--- src/rtl/core/cbc_pkg.sv ---
// cbc_pkg: shared types, constants and register indices for the balance controller.
// No dependencies.
package cbc_pkg;

    // field widths
    localparam int ANGLE_W = 16;
    localparam int GYRO_W  = 16;
    localparam int MS_W    = 10;
    localparam int COUNT_W = 12;
    localparam int CMD_W   = 16;
    localparam int OFF_W   = 13;
    localparam int GAIN_W  = 16;
    localparam int TILT_W  = 13;
    localparam int SPEED_W = 20;
    localparam int DRIVE_W = 16;
    localparam int CFG_IDX_W = 3;

    // serial arithmetic widths
    localparam int OPA_W  = 22;
    localparam int ACC_W  = 40;
    localparam int DIVN_W = 27;
    localparam int STEP_W = 17;

    // fixed-point constants
    localparam logic [GAIN_W-1:0] FILT_KEEP = 16'd45875;
    localparam logic [GAIN_W-1:0] FILT_NEW  = 16'd19661;
    localparam int LEAN_LIMIT = 7680;
    localparam int TILT_LIMIT = 3840;
    localparam int SLEW_DIV   = 1000;

    // configuration register indices
    localparam logic [CFG_IDX_W-1:0] REG_ANGLE_OFFSET = 3'd0;
    localparam logic [CFG_IDX_W-1:0] REG_ANGLE_GAIN   = 3'd1;
    localparam logic [CFG_IDX_W-1:0] REG_RATE_GAIN    = 3'd2;
    localparam logic [CFG_IDX_W-1:0] REG_SPEED_GAIN   = 3'd3;
    localparam logic [CFG_IDX_W-1:0] REG_SPEED_SLEW   = 3'd4;

    typedef enum logic [3:0] {
        ST_IDLE,
        ST_LF_OLD, ST_LF_NEW, ST_LF_WB,
        ST_RF_OLD, ST_RF_NEW, ST_RF_WB,
        ST_SLEW_MUL, ST_SLEW_DIV, ST_SLEW_WB,
        ST_TILT_MUL, ST_TILT_WB,
        ST_DRV_P, ST_DRV_D, ST_DRV_WB,
        ST_OUT
    } t_state;

    // command to a serial unit
    typedef struct packed {
        logic start;
        logic clear;
        logic sub;
    } t_unit_cmd;

    // status from a serial unit
    typedef struct packed {
        logic busy;
        logic done;
    } t_unit_sts;

endpackage

--- src/rtl/core/cbc_mac.sv ---
// cbc_mac: bit-serial multiply-accumulate, one multiplier bit per cycle.
// Depends on cbc_pkg.
module cbc_mac (
    input  logic                                  i_clk,
    input  logic                                  i_rst_n,
    input  cbc_pkg::t_unit_cmd                    i_cmd,
    input  logic signed [cbc_pkg::OPA_W-1:0]      i_a,
    input  logic [cbc_pkg::GAIN_W-1:0]            i_b,
    output cbc_pkg::t_unit_sts                    o_sts,
    output logic signed [cbc_pkg::ACC_W-1:0]      o_acc
);
    import cbc_pkg::*;

    logic signed [ACC_W-1:0] r_acc, r_a;
    logic [GAIN_W-1:0]       r_b;
    logic [3:0]              r_cnt;
    logic                    r_busy, r_done, r_sub;

    // control: step through every multiplier bit, then pulse done
    always_ff @(posedge i_clk) begin
        if (!i_rst_n) begin
            r_busy <= 1'b0;
            r_done <= 1'b0;
            r_cnt  <= '0;
        end else begin
            r_done <= 1'b0;
            if (i_cmd.start && !r_busy) begin
                r_busy <= 1'b1;
                r_cnt  <= '0;
            end else if (r_busy) begin
                r_cnt <= r_cnt + 4'd1;
                if (r_cnt == 4'd15) begin
                    r_busy <= 1'b0;
                    r_done <= 1'b1;
                end
            end
        end
    end

    // datapath: shift multiplicand up, multiplier down, add or subtract on a set bit
    always_ff @(posedge i_clk) begin
        if (i_cmd.start && !r_busy) begin
            r_a   <= {{(ACC_W-OPA_W){i_a[OPA_W-1]}}, i_a};
            r_b   <= i_b;
            r_sub <= i_cmd.sub;
            if (i_cmd.clear) r_acc <= '0;
        end else if (r_busy) begin
            r_a <= r_a <<< 1;
            r_b <= r_b >> 1;
            if (r_b[0]) r_acc <= r_sub ? (r_acc - r_a) : (r_acc + r_a);
        end
    end

    assign o_sts.busy = r_busy;
    assign o_sts.done = r_done;
    assign o_acc      = r_acc;

    a_done_after_busy: assert property (@(posedge i_clk) disable iff (!i_rst_n)
        r_done |-> $past(r_busy)) else $error("mac done without run");
    a_cnt_idle: assert property (@(posedge i_clk) disable iff (!i_rst_n)
        r_done |-> r_cnt == 4'd0) else $error("mac count not wrapped");
    a_one_done: assert property (@(posedge i_clk) disable iff (!i_rst_n)
        r_done |=> !r_done) else $error("mac double done");
endmodule

--- src/rtl/core/cbc_div.sv ---
// cbc_div: restoring division by the constant slew divisor, one quotient bit per cycle.
// Depends on cbc_pkg.
module cbc_div (
    input  logic                             i_clk,
    input  logic                             i_rst_n,
    input  logic                             i_start,
    input  logic [cbc_pkg::DIVN_W-1:0]       i_num,
    output cbc_pkg::t_unit_sts               o_sts,
    output logic [cbc_pkg::STEP_W-1:0]       o_quot
);
    import cbc_pkg::*;

    localparam int REM_W = 11;
    localparam logic [REM_W-1:0] DIVISOR = REM_W'(SLEW_DIV);

    logic [DIVN_W-1:0] r_num, r_q;
    logic [REM_W-1:0]  r_rem;
    logic [4:0]        r_cnt;
    logic              r_busy, r_done;
    logic [REM_W-1:0]  rem_sh;

    assign rem_sh = {r_rem[REM_W-2:0], r_num[DIVN_W-1]};

    always_ff @(posedge i_clk) begin
        if (!i_rst_n) begin
            r_busy <= 1'b0;
            r_done <= 1'b0;
            r_cnt  <= '0;
        end else begin
            r_done <= 1'b0;
            if (i_start && !r_busy) begin
                r_busy <= 1'b1;
                r_cnt  <= '0;
            end else if (r_busy) begin
                r_cnt <= r_cnt + 5'd1;
                if (r_cnt == 5'(DIVN_W-1)) begin
                    r_busy <= 1'b0;
                    r_done <= 1'b1;
                end
            end
        end
    end

    // one compare-subtract step per cycle
    always_ff @(posedge i_clk) begin
        if (i_start && !r_busy) begin
            r_num <= i_num;
            r_rem <= '0;
            r_q   <= '0;
        end else if (r_busy) begin
            r_num <= r_num << 1;
            if (rem_sh >= DIVISOR) begin
                r_rem <= rem_sh - DIVISOR;
                r_q   <= {r_q[DIVN_W-2:0], 1'b1};
            end else begin
                r_rem <= rem_sh;
                r_q   <= {r_q[DIVN_W-2:0], 1'b0};
            end
        end
    end

    assign o_sts.busy = r_busy;
    assign o_sts.done = r_done;
    assign o_quot     = r_q[STEP_W-1:0];

    a_rem_bound: assert property (@(posedge i_clk) disable iff (!i_rst_n)
        r_busy |-> r_rem < DIVISOR) else $error("remainder out of range");
    a_done_after_busy: assert property (@(posedge i_clk) disable iff (!i_rst_n)
        r_done |-> $past(r_busy)) else $error("divider done without run");
    a_one_done: assert property (@(posedge i_clk) disable iff (!i_rst_n)
        r_done |=> !r_done) else $error("divider double done");
endmodule

--- src/rtl/core/cascaded_balance_control.sv ---
// cascaded_balance_control: PD tilt loop with outer speed P loop, on serial arithmetic.
// Path to result valid: straight to the output state when fallen, two MAC passes without
// tick, eight MAC passes plus a serial divide with an outer tick.
// One step in flight: the next is accepted the cycle after the result loads; a stalled
// result holds the block. Reset (synchronous, active low) clears configuration, state,
// output valid, filtered speeds and targets. Depends on cbc_pkg, cbc_mac, cbc_div.
module cascaded_balance_control (
    input  logic                                   i_clk,
    input  logic                                   i_rst_n,
    input  logic                                   i_cfg_valid,
    output logic                                   o_cfg_ready,
    input  logic [cbc_pkg::CFG_IDX_W-1:0]          i_cfg_index,
    input  logic [cbc_pkg::GAIN_W-1:0]             i_cfg_data,
    input  logic                                   i_in_valid,
    output logic                                   o_in_ready,
    input  logic signed [cbc_pkg::ANGLE_W-1:0]     i_raw_angle,
    input  logic signed [cbc_pkg::GYRO_W-1:0]      i_gyro_rate,
    input  logic                                   i_outer_tick,
    input  logic [cbc_pkg::MS_W-1:0]               i_elapsed_ms,
    input  logic signed [cbc_pkg::COUNT_W-1:0]     i_left_count,
    input  logic signed [cbc_pkg::COUNT_W-1:0]     i_right_count,
    input  logic signed [cbc_pkg::CMD_W-1:0]       i_speed_command,
    output logic                                   o_out_valid,
    input  logic                                   i_out_ready,
    output logic signed [cbc_pkg::DRIVE_W-1:0]     o_balance_drive,
    output logic                                   o_fallen,
    output logic signed [cbc_pkg::TILT_W-1:0]      o_target_tilt,
    output logic signed [cbc_pkg::SPEED_W-1:0]     o_left_speed,
    output logic signed [cbc_pkg::SPEED_W-1:0]     o_right_speed
);
    import cbc_pkg::*;

    // configuration
    logic signed [OFF_W-1:0] r_angle_offset;
    logic [GAIN_W-1:0] r_angle_gain, r_rate_gain, r_speed_gain, r_speed_slew;

    // state and latched input transaction
    t_state r_state, n_state;
    logic signed [SPEED_W-1:0] r_lf, r_rf;
    logic signed [CMD_W-1:0]   r_ss;
    logic signed [TILT_W-1:0]  r_tt;
    logic signed [ANGLE_W-1:0] r_raw;
    logic signed [GYRO_W-1:0]  r_gyro;
    logic                      r_tick, r_fallen, r_issued;
    logic [MS_W-1:0]           r_ms;
    logic signed [COUNT_W-1:0] r_lc, r_rc;
    logic signed [CMD_W-1:0]   r_cmd;
    logic signed [DRIVE_W-1:0] r_drive;

    // output register
    logic                      r_out_valid;
    logic signed [DRIVE_W-1:0] r_o_drive;
    logic                      r_o_fallen;
    logic signed [TILT_W-1:0]  r_o_tilt;
    logic signed [SPEED_W-1:0] r_o_lspeed, r_o_rspeed;

    // serial units
    t_unit_cmd mac_cmd;
    t_unit_sts mac_sts, div_sts;
    logic signed [OPA_W-1:0] mac_a;
    logic [GAIN_W-1:0]       mac_b;
    logic signed [ACC_W-1:0] mac_acc;
    logic                    div_start;
    logic [STEP_W-1:0]       div_q;
    logic                    in_acc, in_fallen, load_out;

    cbc_mac u_mac (
        .i_clk(i_clk), .i_rst_n(i_rst_n), .i_cmd(mac_cmd),
        .i_a(mac_a), .i_b(mac_b), .o_sts(mac_sts), .o_acc(mac_acc)
    );

    cbc_div u_div (
        .i_clk(i_clk), .i_rst_n(i_rst_n), .i_start(div_start),
        .i_num(mac_acc[DIVN_W-1:0] + DIVN_W'(500)), .o_sts(div_sts), .o_quot(div_q)
    );

    assign o_cfg_ready = 1'b1;
    assign o_in_ready  = (r_state == ST_IDLE);
    assign in_acc      = i_in_valid && o_in_ready;
    assign in_fallen   = (i_raw_angle > ANGLE_W'(LEAN_LIMIT))
                      || (i_raw_angle < -ANGLE_W'(LEAN_LIMIT));
    assign load_out    = (r_state == ST_OUT) && (!r_out_valid || i_out_ready);

    // configuration writes
    always_ff @(posedge i_clk) begin
        if (!i_rst_n) begin
            r_angle_offset <= '0;
            r_angle_gain   <= '0;
            r_rate_gain    <= '0;
            r_speed_gain   <= '0;
            r_speed_slew   <= '0;
        end else if (i_cfg_valid) begin
            case (i_cfg_index)
                REG_ANGLE_OFFSET: r_angle_offset <= i_cfg_data[OFF_W-1:0];
                REG_ANGLE_GAIN:   r_angle_gain   <= i_cfg_data;
                REG_RATE_GAIN:    r_rate_gain    <= i_cfg_data;
                REG_SPEED_GAIN:   r_speed_gain   <= i_cfg_data;
                REG_SPEED_SLEW:   r_speed_slew   <= i_cfg_data;
                default: ;
            endcase
        end
    end

    // sequencer: next state and unit commands
    always_comb begin
        n_state       = r_state;
        mac_cmd       = '0;
        mac_a         = '0;
        mac_b         = '0;
        div_start     = 1'b0;
        case (r_state)
            ST_IDLE: if (in_acc) begin
                n_state = in_fallen ? ST_OUT : (i_outer_tick ? ST_LF_OLD : ST_DRV_P);
            end
            ST_LF_OLD, ST_RF_OLD: begin
                mac_cmd = '{start: !r_issued, clear: 1'b1, sub: 1'b0};
                mac_a   = (r_state == ST_LF_OLD) ? OPA_W'(r_lf) : OPA_W'(r_rf);
                mac_b   = FILT_KEEP;
                if (mac_sts.done) n_state = (r_state == ST_LF_OLD) ? ST_LF_NEW : ST_RF_NEW;
            end
            ST_LF_NEW, ST_RF_NEW: begin
                mac_cmd = '{start: !r_issued, clear: 1'b0, sub: 1'b0};
                mac_a   = (r_state == ST_LF_NEW) ? {{(OPA_W-COUNT_W-8){r_lc[COUNT_W-1]}}, r_lc, 8'b0}
                                                 : {{(OPA_W-COUNT_W-8){r_rc[COUNT_W-1]}}, r_rc, 8'b0};
                mac_b   = FILT_NEW;
                if (mac_sts.done) n_state = (r_state == ST_LF_NEW) ? ST_LF_WB : ST_RF_WB;
            end
            ST_LF_WB: n_state = ST_RF_OLD;
            ST_RF_WB: n_state = ST_SLEW_MUL;
            ST_SLEW_MUL: begin
                mac_cmd = '{start: !r_issued, clear: 1'b1, sub: 1'b0};
                mac_a   = OPA_W'(r_ms);
                mac_b   = r_speed_slew;
                if (mac_sts.done) n_state = ST_SLEW_DIV;
            end
            ST_SLEW_DIV: begin
                div_start = !r_issued;
                if (div_sts.done) n_state = ST_SLEW_WB;
            end
            ST_SLEW_WB: n_state = ST_TILT_MUL;
            ST_TILT_MUL: begin
                mac_cmd = '{start: !r_issued, clear: 1'b1, sub: 1'b0};
                mac_a   = {{(OPA_W-CMD_W-1){r_ss[CMD_W-1]}}, r_ss, 1'b0}
                        - OPA_W'(r_lf) - OPA_W'(r_rf);
                mac_b   = r_speed_gain;
                if (mac_sts.done) n_state = ST_TILT_WB;
            end
            ST_TILT_WB: n_state = ST_DRV_P;
            ST_DRV_P: begin
                mac_cmd = '{start: !r_issued, clear: 1'b1, sub: 1'b0};
                mac_a   = OPA_W'(r_tt) - OPA_W'(r_raw) + OPA_W'(r_angle_offset);
                mac_b   = r_angle_gain;
                if (mac_sts.done) n_state = ST_DRV_D;
            end
            ST_DRV_D: begin
                mac_cmd = '{start: !r_issued, clear: 1'b0, sub: 1'b1};
                mac_a   = {{(OPA_W-GYRO_W-3){r_gyro[GYRO_W-1]}}, r_gyro, 3'b0};
                mac_b   = r_rate_gain;
                if (mac_sts.done) n_state = ST_DRV_WB;
            end
            ST_DRV_WB: n_state = ST_OUT;
            ST_OUT: if (load_out) n_state = ST_IDLE;
            default: n_state = ST_IDLE;
        endcase
    end

    // post-processing of the accumulator and divider quotient
    logic signed [ACC_W-1:0] filt_q, tilt_q, drv_q, acc_rnd;
    logic signed [STEP_W:0]  slew_diff, slew_step, slew_err;

    always_comb begin
        filt_q    = (mac_acc + ACC_W'(32768)) >>> 16;
        tilt_q    = (ACC_W'(512) - mac_acc) >>> 10;
        acc_rnd   = mac_acc + (mac_acc[ACC_W-1] ? ACC_W'(32767) : ACC_W'(0));
        drv_q     = acc_rnd >>> 15;
        slew_diff = (STEP_W+1)'(r_cmd) - (STEP_W+1)'(r_ss);
        slew_step = {1'b0, div_q};
        if (slew_diff > slew_step)       slew_err = slew_step;
        else if (slew_diff < -slew_step) slew_err = -slew_step;
        else                             slew_err = slew_diff;
    end

    function automatic logic signed [SPEED_W-1:0] sat_speed(input logic signed [ACC_W-1:0] v);
        if (v > ACC_W'(524287))       return SPEED_W'(524287);
        else if (v < -ACC_W'(524288)) return SPEED_W'(-524288);
        else                          return v[SPEED_W-1:0];
    endfunction

    // state registers
    always_ff @(posedge i_clk) begin
        if (!i_rst_n) begin
            r_state  <= ST_IDLE;
            r_issued <= 1'b0;
            r_lf     <= '0;
            r_rf     <= '0;
            r_ss     <= '0;
            r_tt     <= '0;
            r_fallen <= 1'b0;
        end else begin
            r_state <= n_state;
            if (n_state != r_state) r_issued <= 1'b0;
            else if (mac_cmd.start || div_start) r_issued <= 1'b1;
            if (in_acc) begin
                r_fallen <= in_fallen;
                if (in_fallen) begin
                    r_lf <= '0;
                    r_rf <= '0;
                    r_ss <= '0;
                    r_tt <= '0;
                end
            end
            case (r_state)
                ST_LF_WB:   r_lf <= sat_speed(filt_q);
                ST_RF_WB:   r_rf <= sat_speed(filt_q);
                ST_SLEW_WB: r_ss <= r_ss + r_cmd - r_cmd + CMD_W'(slew_err);
                ST_TILT_WB: begin
                    if (tilt_q > ACC_W'(TILT_LIMIT))       r_tt <= TILT_W'(TILT_LIMIT);
                    else if (tilt_q < -ACC_W'(TILT_LIMIT)) r_tt <= -TILT_W'(TILT_LIMIT);
                    else                                   r_tt <= tilt_q[TILT_W-1:0];
                end
                default: ;
            endcase
        end
    end

    // transaction capture and drive result
    always_ff @(posedge i_clk) begin
        if (in_acc) begin
            r_raw   <= i_raw_angle;
            r_gyro  <= i_gyro_rate;
            r_tick  <= i_outer_tick;
            r_ms    <= i_elapsed_ms;
            r_lc    <= i_left_count;
            r_rc    <= i_right_count;
            r_cmd   <= i_speed_command;
            r_drive <= '0;
        end else if (r_state == ST_DRV_WB) begin
            if (drv_q > ACC_W'(32767))       r_drive <= DRIVE_W'(32767);
            else if (drv_q < -ACC_W'(32768)) r_drive <= DRIVE_W'(-32768);
            else                             r_drive <= drv_q[DRIVE_W-1:0];
        end
    end

    // output register
    always_ff @(posedge i_clk) begin
        if (!i_rst_n) begin
            r_out_valid <= 1'b0;
        end else if (load_out) begin
            r_out_valid <= 1'b1;
        end else if (i_out_ready) begin
            r_out_valid <= 1'b0;
        end
    end

    always_ff @(posedge i_clk) begin
        if (load_out) begin
            r_o_drive  <= r_fallen ? '0 : r_drive;
            r_o_fallen <= r_fallen;
            r_o_tilt   <= r_tt;
            r_o_lspeed <= r_lf;
            r_o_rspeed <= r_rf;
        end
    end

    assign o_out_valid     = r_out_valid;
    assign o_balance_drive = r_o_drive;
    assign o_fallen        = r_o_fallen;
    assign o_target_tilt   = r_o_tilt;
    assign o_left_speed    = r_o_lspeed;
    assign o_right_speed   = r_o_rspeed;

    a_units_idle: assert property (@(posedge i_clk) disable iff (!i_rst_n)
        o_in_ready |-> !mac_sts.busy && !div_sts.busy) else $error("unit busy at accept");
    a_fallen_zero: assert property (@(posedge i_clk) disable iff (!i_rst_n)
        o_out_valid && o_fallen |-> o_balance_drive == '0 && o_target_tilt == '0)
        else $error("fallen step drives");
    a_tilt_range: assert property (@(posedge i_clk) disable iff (!i_rst_n)
        r_tt <= TILT_W'(TILT_LIMIT) && r_tt >= -TILT_W'(TILT_LIMIT))
        else $error("target tilt out of range");
    a_tick_path: assert property (@(posedge i_clk) disable iff (!i_rst_n)
        r_state == ST_LF_OLD |-> r_tick && !r_fallen) else $error("speed loop without tick");
endmodule
--- config.mk ---
export PLATFORM = sky130hd
export DESIGN_NAME = cascaded_balance_control
export DESIGN_NICKNAME = d
export VERILOG_FILES = /design/src/rtl/core/cbc_pkg.sv /design/src/rtl/core/cbc_mac.sv /design/src/rtl/core/cbc_div.sv /design/src/rtl/core/cascaded_balance_control.sv
export SDC_FILE = /design/constraint.sdc
export NUM_CORES = 1
export LEC_CHECK = 0
export BUFFER_PORTS_ARGS = -buffer_cell sky130_fd_sc_hd__buf_2
export CAP_MARGIN = 25
export CORE_MARGIN = 3
export CORE_UTILIZATION = 50
export DETAILED_ROUTE_END_ITERATION = 10
export HOLD_SLACK_MARGIN = 0.05
export PLACE_DENSITY = 0.68
export REMOVE_ABC_BUFFERS = 1
export SLEW_MARGIN = 20
export SYNTH_ARGS = -nofsm -noshare
export SYNTH_HDL_FRONTEND = slang
export SYNTH_SLANG_ARGS = --single-unit
export TNS_END_PERCENT = 100
--- constraint.sdc ---
create_clock -name i_clk -period 17.5 [get_ports i_clk]
set_input_delay 3.5 -clock i_clk [delete_from_list [all_inputs] [get_ports i_clk]]
set_output_delay 3.5 -clock i_clk [all_outputs]
set_load 0.02 [all_outputs]
==> flow_metrics.env, run 1 <==
export IMPL_layout_drive_gt1_share_pct=10.33
export IMPL_synthDominantCellAreaShare_pct=27.29
export IMPL_synthArstFlopShare_pct=0
export IMPL_port_buffers=178
export IMPL_wl_um=90780
export IMPL_cap_violations=0
export IMPL_reg2reg_to="r_ss[15]$_SDFFE_PN0P_"
export IMPL_hold_path_class="flop to flop"
export IMPL_cts_root_buffer="clkbuf_16"
export IMPL_row_count=89
export IMPL_final_common_cell="nand2_1"
export IMPL_clk_pin_slew_ns=0.06
export IMPL_start_util_pct=50.98
export IMPL_multi_input_comb_area_mm2=0.01654
export IMPL_grt_usage_pct=28.08
export IMPL_synth_area_leaders="edfxtp_1 27%, dfxtp_1 14%, ha_1 8.0%"
export IMPL_vias_per_cell=6.004
export IMPL_grt_busiest_layer="met2"
export IMPL_clock_path_buffers=3
export IMPL_synth_simple_area_share_pct=16.93
export IMPL_regArea_mm2=0.01247
export IMPL_synth_seq_cells=485
export IMPL_critPathMaxStageDelay_ns=0.73
export IMPL_synth_top_family_by_area="compound AO/OA/AOI/OAI gates"
export IMPL_synthAdderAreaFrac_pct=11.34
export IMPL_place_hpwl_um=67850
export IMPL_synth_compound_area_share_pct=17.80
export IMPL_fin_cells=4248
export IMPL_syn_mean_instance_area_um2=9.171
export IMPL_path_class="flop to flop"
export IMPL_antenna_found_initial=2
export IMPL_use_met1_pct=39.05
export IMPL_drc_errors=0
export IMPL_cp_end_kind="flop"
export IMPL_cts_setup_buffers=0
export IMPL_core_area_mm2=0.05958
export IMPL_final_max_slew_violation_count=0
export IMPL_path_max_fanout=29
export IMPL_syn_cell_area_mm2=0.03037
export IMPL_synth_cell_type_count=94
export IMPL_cp_required_ns=18.03
export IMPL_dp_cells=4143
export IMPL_fin_crit_ns=7.838
export IMPL_grt_pass1_vias=24430
export IMPL_cts_tree="built"
export IMPL_die_x_um=252.5
export IMPL_n_fill_cell=5290
export IMPL_crit_buf_inv=2
export IMPL_clock_sinks=485
export IMPL_timing_rr_start="r_ss[1]$_SDFFE_PN0P_"
export IMPL_worst_setup_path_start_kind="flop"
export IMPL_via_count=25500
export IMPL_setup_viol=0
export IMPL_fin_crit_sh_pct=44.79
export IMPL_r2r_setup_slack_ns=9.66
export IMPL_grtUsageMet3_pct=4.764
export IMPL_cpMaxStageDelayCell="a2111oi_0"
export IMPL_path_delay_family="compound AO/OA/AOI/OAI gates"
export IMPL_synth_yosys_seq_area_share_pct=41.06
export IMPL_die_h_um=252.5
export IMPL_hold_viol_final=0
export IMPL_cts_hold_buf=0
export IMPL_wire_per_inst_um=21.37
export IMPL_die_area_mm2=0.06374
export IMPL_ant_nets=0
export IMPL_clock_latency_ns=0.63
export IMPL_areaGrowthSynthToFinish_pct=11.24
export IMPL_grt_pass1_wl_um=140000
export IMPL_drt_iter0_markers=2528
export IMPL_outcome="finished, final reports clean"
export IMPL_cts_buffers=55
export IMPL_synth_area_mux_share_pct=1.001
export IMPL_dr_pass1_iters=8
export IMPL_netlist_instances=3312
export IMPL_fin_skew_ns=0.02570
export IMPL_htree_levels=2
export IMPL_synth_main_ff_cell="edfxtp_1"
export IMPL_grt_overflow=0
export IMPL_synth_xor_area_share_pct=7.205
export IMPL_yosys_area_top_type="edfxtp_1"
export IMPL_num_antenna_cells=0
export IMPL_cts_resized=0
export IMPL_fin_util_pct=56.72
export IMPL_worstMarginPinSlew_ns=1.057
export IMPL_final_cell_mix="362 x nand2_1, 300 x nor2_1, 276 x edfxtp_1"
export IMPL_synth_edf_count=276
export IMPL_gp_congestion=0.9326
export IMPL_ff2ff_path_depth=32
export IMPL_grt_max_degree=105
export IMPL_setup_tns_ns=0
export IMPL_yosysWarnings=0
export IMPL_hold_end="r_rate_gain[2]$_SDFFE_PN0P_"
export IMPL_pin_count=180
export IMPL_hp_start="r_rate_gain[2]$_SDFFE_PN0P_"
export IMPL_nets=3779
export IMPL_worstPathArrival_ns=8.37
export IMPL_timing_slew_headroom_pct=29.48
export IMPL_hold_depth=2
export IMPL_met2_usage_pct=45.10
export IMPL_fmax_ghz=0.1276
export IMPL_rsz0062_at_grt="no"
-- through the flow --
step                      cell area (µm²)  hold slack, ns  worst slack (ns)
final                               33790          0.4540             9.662
after detailed placement            31940          0.4438             9.753
after global placement              31940          0.4396             9.879
after floorplan                     29760          0.4300             8.573
after global routing                33790          0.4650             8.949
after CTS                           33760          0.4518             9.730
-- metal layers --
metal  vias to the layer above  share of wire [%]  wire length (µm)
met5                         -              0.012                11
met4                         2                3.0              2706
met2                       999                 46             41550
met1                     12270                 43             38870
li1                      12070                  -                 -
met3                       165                8.4              7647
-- cells in the mapped netlist, drive strengths merged (79+ instances only) --
master and number:
o21ai 168, ha 193, inv 212, xor2 79
dfxtp 209, xnor2 170, clkbuf 127, edfxtp 276
nand2 362, nor2 308, a21oi 248, nor3 81
nand3 86
-- how the worst max path moves through the flow --
stage	slack, ns	start	cells after the start	endpoint
floorplan	8.57	i_out_ready	2	o_balance_drive[0]$_SDFFCE_PP0P_
global placement	9.88	r_ss[1]$_SDFFE_PN0P_	32	r_ss[15]$_SDFFE_PN0P_
detailed placement	9.75	r_ss[1]$_SDFFE_PN0P_	32	r_ss[15]$_SDFFE_PN0P_
CTS	9.73	r_ss[1]$_SDFFE_PN0P_	32	r_ss[15]$_SDFFE_PN0P_
global route	8.95	r_ss[1]$_SDFFE_PN0P_	32	r_ss[15]$_SDFFE_PN0P_
finish	9.66	r_ss[1]$_SDFFE_PN0P_	32	r_ss[15]$_SDFFE_PN0P_
-- kinds of logic after synthesis --
family	after synthesis
compound gates	835
fa+ha+maj	245
other cells	1
xor+xnor	249
mux	28
flops	485
simple gates	1100
buf+inv	369
-- flip-flops by register name (all words and copies together) (netlist names), 17 cells and up --
| signal | count |
|---|---|
| u_mac.r_a | 40 |
| r_lf | 20 |
| o_right_speed | 20 |
| u_mac.o_acc | 40 |
| u_div.r_q | 17 |
| o_left_speed | 20 |
| u_div.r_num | 27 |
| r_rf | 20 |
-- worst reg2reg max path: cells and delay by family (launching register included) --
| kind | cells | cell delay (ns) |
|---|---|---|
| flops | 1 | 0.48 |
| buf+inv | 2 | 0.31 |
| simple gates | 6 | 0.74 |
| fa+ha+maj | 4 | 1.47 |
| xor+xnor | 3 | 0.56 |
| compound gates | 17 | 4.21 |
-- final cells by class --
type / count / area share [%]
clock buffers: 81 / 4.673
clock inverters: 23 / 0.7110
inverters: 214 / 2.392
multi-input cells: 2458 / 48.95
flip-flops and latches: 485 / 36.91
well taps: 773 / 2.862
repair buffers: 214 / 3.496
Power of run 1 is left out: the tool's default activity adds up to more than one toggle a clock period on the data nets, which glitch-free logic cannot reach.
==> run 2: changes to the inputs <==
--- a/config.mk
+++ b/config.mk
@@ -11,7 +11,7 @@
 export CORE_UTILIZATION = 50
 export DETAILED_ROUTE_END_ITERATION = 10
 export HOLD_SLACK_MARGIN = 0.05
-export PLACE_DENSITY = 0.68
+export PLACE_DENSITY = 0.7
 export REMOVE_ABC_BUFFERS = 1
 export SLEW_MARGIN = 20
 export SYNTH_ARGS = -nofsm -noshare
==> constraint.sdc (replaced) <==
create_clock -name i_clk -period 6.47 [get_ports i_clk]
set_input_delay 1.294 -clock i_clk [delete_from_list [all_inputs] [get_ports i_clk]]
set_output_delay 1.294 -clock i_clk [all_outputs]
set_load 0.02 [all_outputs]
==> run 2 against run 1 <==
Against the previous run: the run now ends with negative setup slack left; global-route usage decreased by 0.82 points; worst hold slack got worse by 0.0017 ns; clock-buffer cell count decreased by 15; critical endpoint unchanged; die area unchanged; register-to-register slack got worse by 10 ns; sequential cell count unchanged; sequential share of layout area decreased by 1.7 points; wire length decreased by 1.9%.
==> flow_metrics.env, run 2 (synthesized netlist as in run 1, its figures left out) <==
export IMPL_hold_depth=2
export IMPL_final_max_slew_violation_count=0
export IMPL_reg2reg_to="r_ss[15]$_SDFFE_PN0P_"
export IMPL_cpMaxStageDelayCell="fa_1"
export IMPL_gp_congestion=0.9597
export IMPL_vias_per_cell=5.865
export IMPL_num_antenna_cells=0
export IMPL_fin_cells=4390
export IMPL_drc_errors=0
export IMPL_nets=3923
export IMPL_fin_crit_sh_pct=105.9
export IMPL_clk_pin_slew_ns=0.06
export IMPL_via_count=25750
export IMPL_row_count=89
export IMPL_grt_usage_pct=27.26
export IMPL_hold_viol_final=0
export IMPL_die_area_mm2=0.06374
export IMPL_cts_tree="built"
export IMPL_cts_buffers=53
export IMPL_grt_overflow=0
export IMPL_port_buffers=178
export IMPL_hold_path_class="flop to flop"
export IMPL_wire_per_inst_um=20.29
export IMPL_htree_levels=2
export IMPL_grt_pass1_wl_um=136400
export IMPL_fin_ws_ns=-0.3787
export IMPL_areaGrowthSynthToFinish_pct=16.46
export IMPL_final_cell_mix="362 x nand2_1, 298 x nor2_1, 276 x edfxtp_1"
export IMPL_grt_max_degree=92
export IMPL_critPathMaxStageDelay_ns=0.49
export IMPL_worst_setup_path_start_kind="flop"
export IMPL_cts_root_buffer="clkbuf_16"
export IMPL_fmax_ghz=0.1460
export IMPL_path_class="flop to flop"
export IMPL_dr_pass1_iters=7
export IMPL_die_x_um=252.5
export IMPL_wl_um=89060
export IMPL_clock_path_buffers=3
export IMPL_timing_rr_start="r_cmd[1]$_DFFE_PP_"
export IMPL_cap_violations=0
export IMPL_antenna_found_initial=1
export IMPL_fin_skew_ns=0.01975
export IMPL_clock_latency_ns=0.63
export IMPL_rsz0062_at_grt="yes"
export IMPL_critPathLaunch="r_cmd[1]$_DFFE_PP_"
export IMPL_failed_checks="negative setup slack"
export IMPL_clock_sinks=485
export IMPL_die_h_um=252.5
export IMPL_start_util_pct=50.98
export IMPL_path_max_fanout=5
export IMPL_cp_end_kind="flop"
export IMPL_timing_slew_headroom_pct=27.49
export IMPL_hold_end="r_speed_gain[0]$_SDFFE_PN0P_"
export IMPL_dp_cells=4263
export IMPL_setup_tns_ns=-1.042
export IMPL_setup_viol=5
export IMPL_cp_required_ns=6.98
export IMPL_ff2ff_path_depth=32
export IMPL_hp_start="r_speed_gain[0]$_SDFFE_PN0P_"
export IMPL_grt_pass1_vias=24200
export IMPL_place_hpwl_um=64620
export IMPL_worstMarginPinSlew_ns=1.084
export IMPL_worstPathArrival_ns=7.36
export IMPL_fin_crit_ns=6.849
export IMPL_outcome="complete, but fails checks"
export IMPL_layout_drive_gt1_share_pct=15.70
export IMPL_drt_iter0_markers=2796
export IMPL_core_area_mm2=0.05958
export IMPL_ant_nets=0
export IMPL_final_common_cell="nand2_1"
export IMPL_r2r_setup_slack_ns=-0.38
export IMPL_pin_count=180
==> run 2: cell count changes in the layout (fill, tap and decap cells not counted), sizes merged <==
cell / before / now
buf: 214 / 359
clkbuf: 81 / 66
clkinv: 19 / 26
bufinv: 2 / 4
inv: 214 / 216
bufbuf: 0 / 1
==> run 2: per-stage QoR <==
step / hold slack, ns / util (%) / instance area [µm²] / setup slack (ns)
3_5_place_dp: 0.4418 / 55.17 / 32870 / -0.7081
6_report: 0.4523 / 59.38 / 35380 / -0.3787
3_3_place_gp: 0.4390 / 55.16 / 32860 / -0.6233
4_1_cts: 0.4503 / 58.87 / 35070 / -0.3380
2_1_floorplan: 0.4300 / - / 29760 / -1.892
5_1_grt: 0.4674 / 59.38 / 35380 / -0.6363
==> run 2: worst max path at each step <==
| stage | cells after the start | end | slack, ns |
|---|---|---|---|
| 2_1_floorplan | 25 | r_ss[15]$_SDFFE_PN0P_ | -1.89 |
| 3_3_place_gp | 32 | r_ss[15]$_SDFFE_PN0P_ | -0.62 |
| 3_5_place_dp | 32 | r_ss[15]$_SDFFE_PN0P_ | -0.71 |
| 4_1_cts | 33 | r_ss[15]$_SDFFE_PN0P_ | -0.34 |
| 5_1_grt | 33 | r_ss[15]$_SDFFE_PN0P_ | -0.64 |
| 6_report | 32 | r_ss[15]$_SDFFE_PN0P_ | -0.38 |
==> run 2: area by class of cell <==
type	instances	area, µm²
Tap cell	773	967.2
Timing Repair Buffer	360	2354
Clock buffer	66	1438
Inverter	214	807.0
Multi-Input combinational cell	2458	17010
Clock inverter	34	327.8
Sequential cell	485	12470
Fill cell	5084	24200
==> run 2: repair_timing <==
item                       4_1_cts  5_1_grt
hold endpoints to repair         0        0
setup endpoints to repair        9       12
hold buffers                     0        0
pin swaps                       25       37
setup buffers                   22       13
resized for setup               52       42
gates cloned                     2        0
==> run 2: per-layer routing <==
layer	vias up	GRT usage, %	wire length, µm
met3	179	4.198	7210
met1	12200	37.89	38290
li1	12360	-	-
met5	-	0	0
met2	1007	43.65	40280
met4	0	9.278	3285
==> run 2: critical path, delay by kind of cell, from the launching register on <==
family          cells  cell delay [ns]
fa+ha+maj           4             1.38
simple gates        6             0.69
compound gates     16             3.20
xor+xnor            3             0.47
flops               1             0.47
buf+inv             3             0.52
Power of run 2 is left out for the same reason.
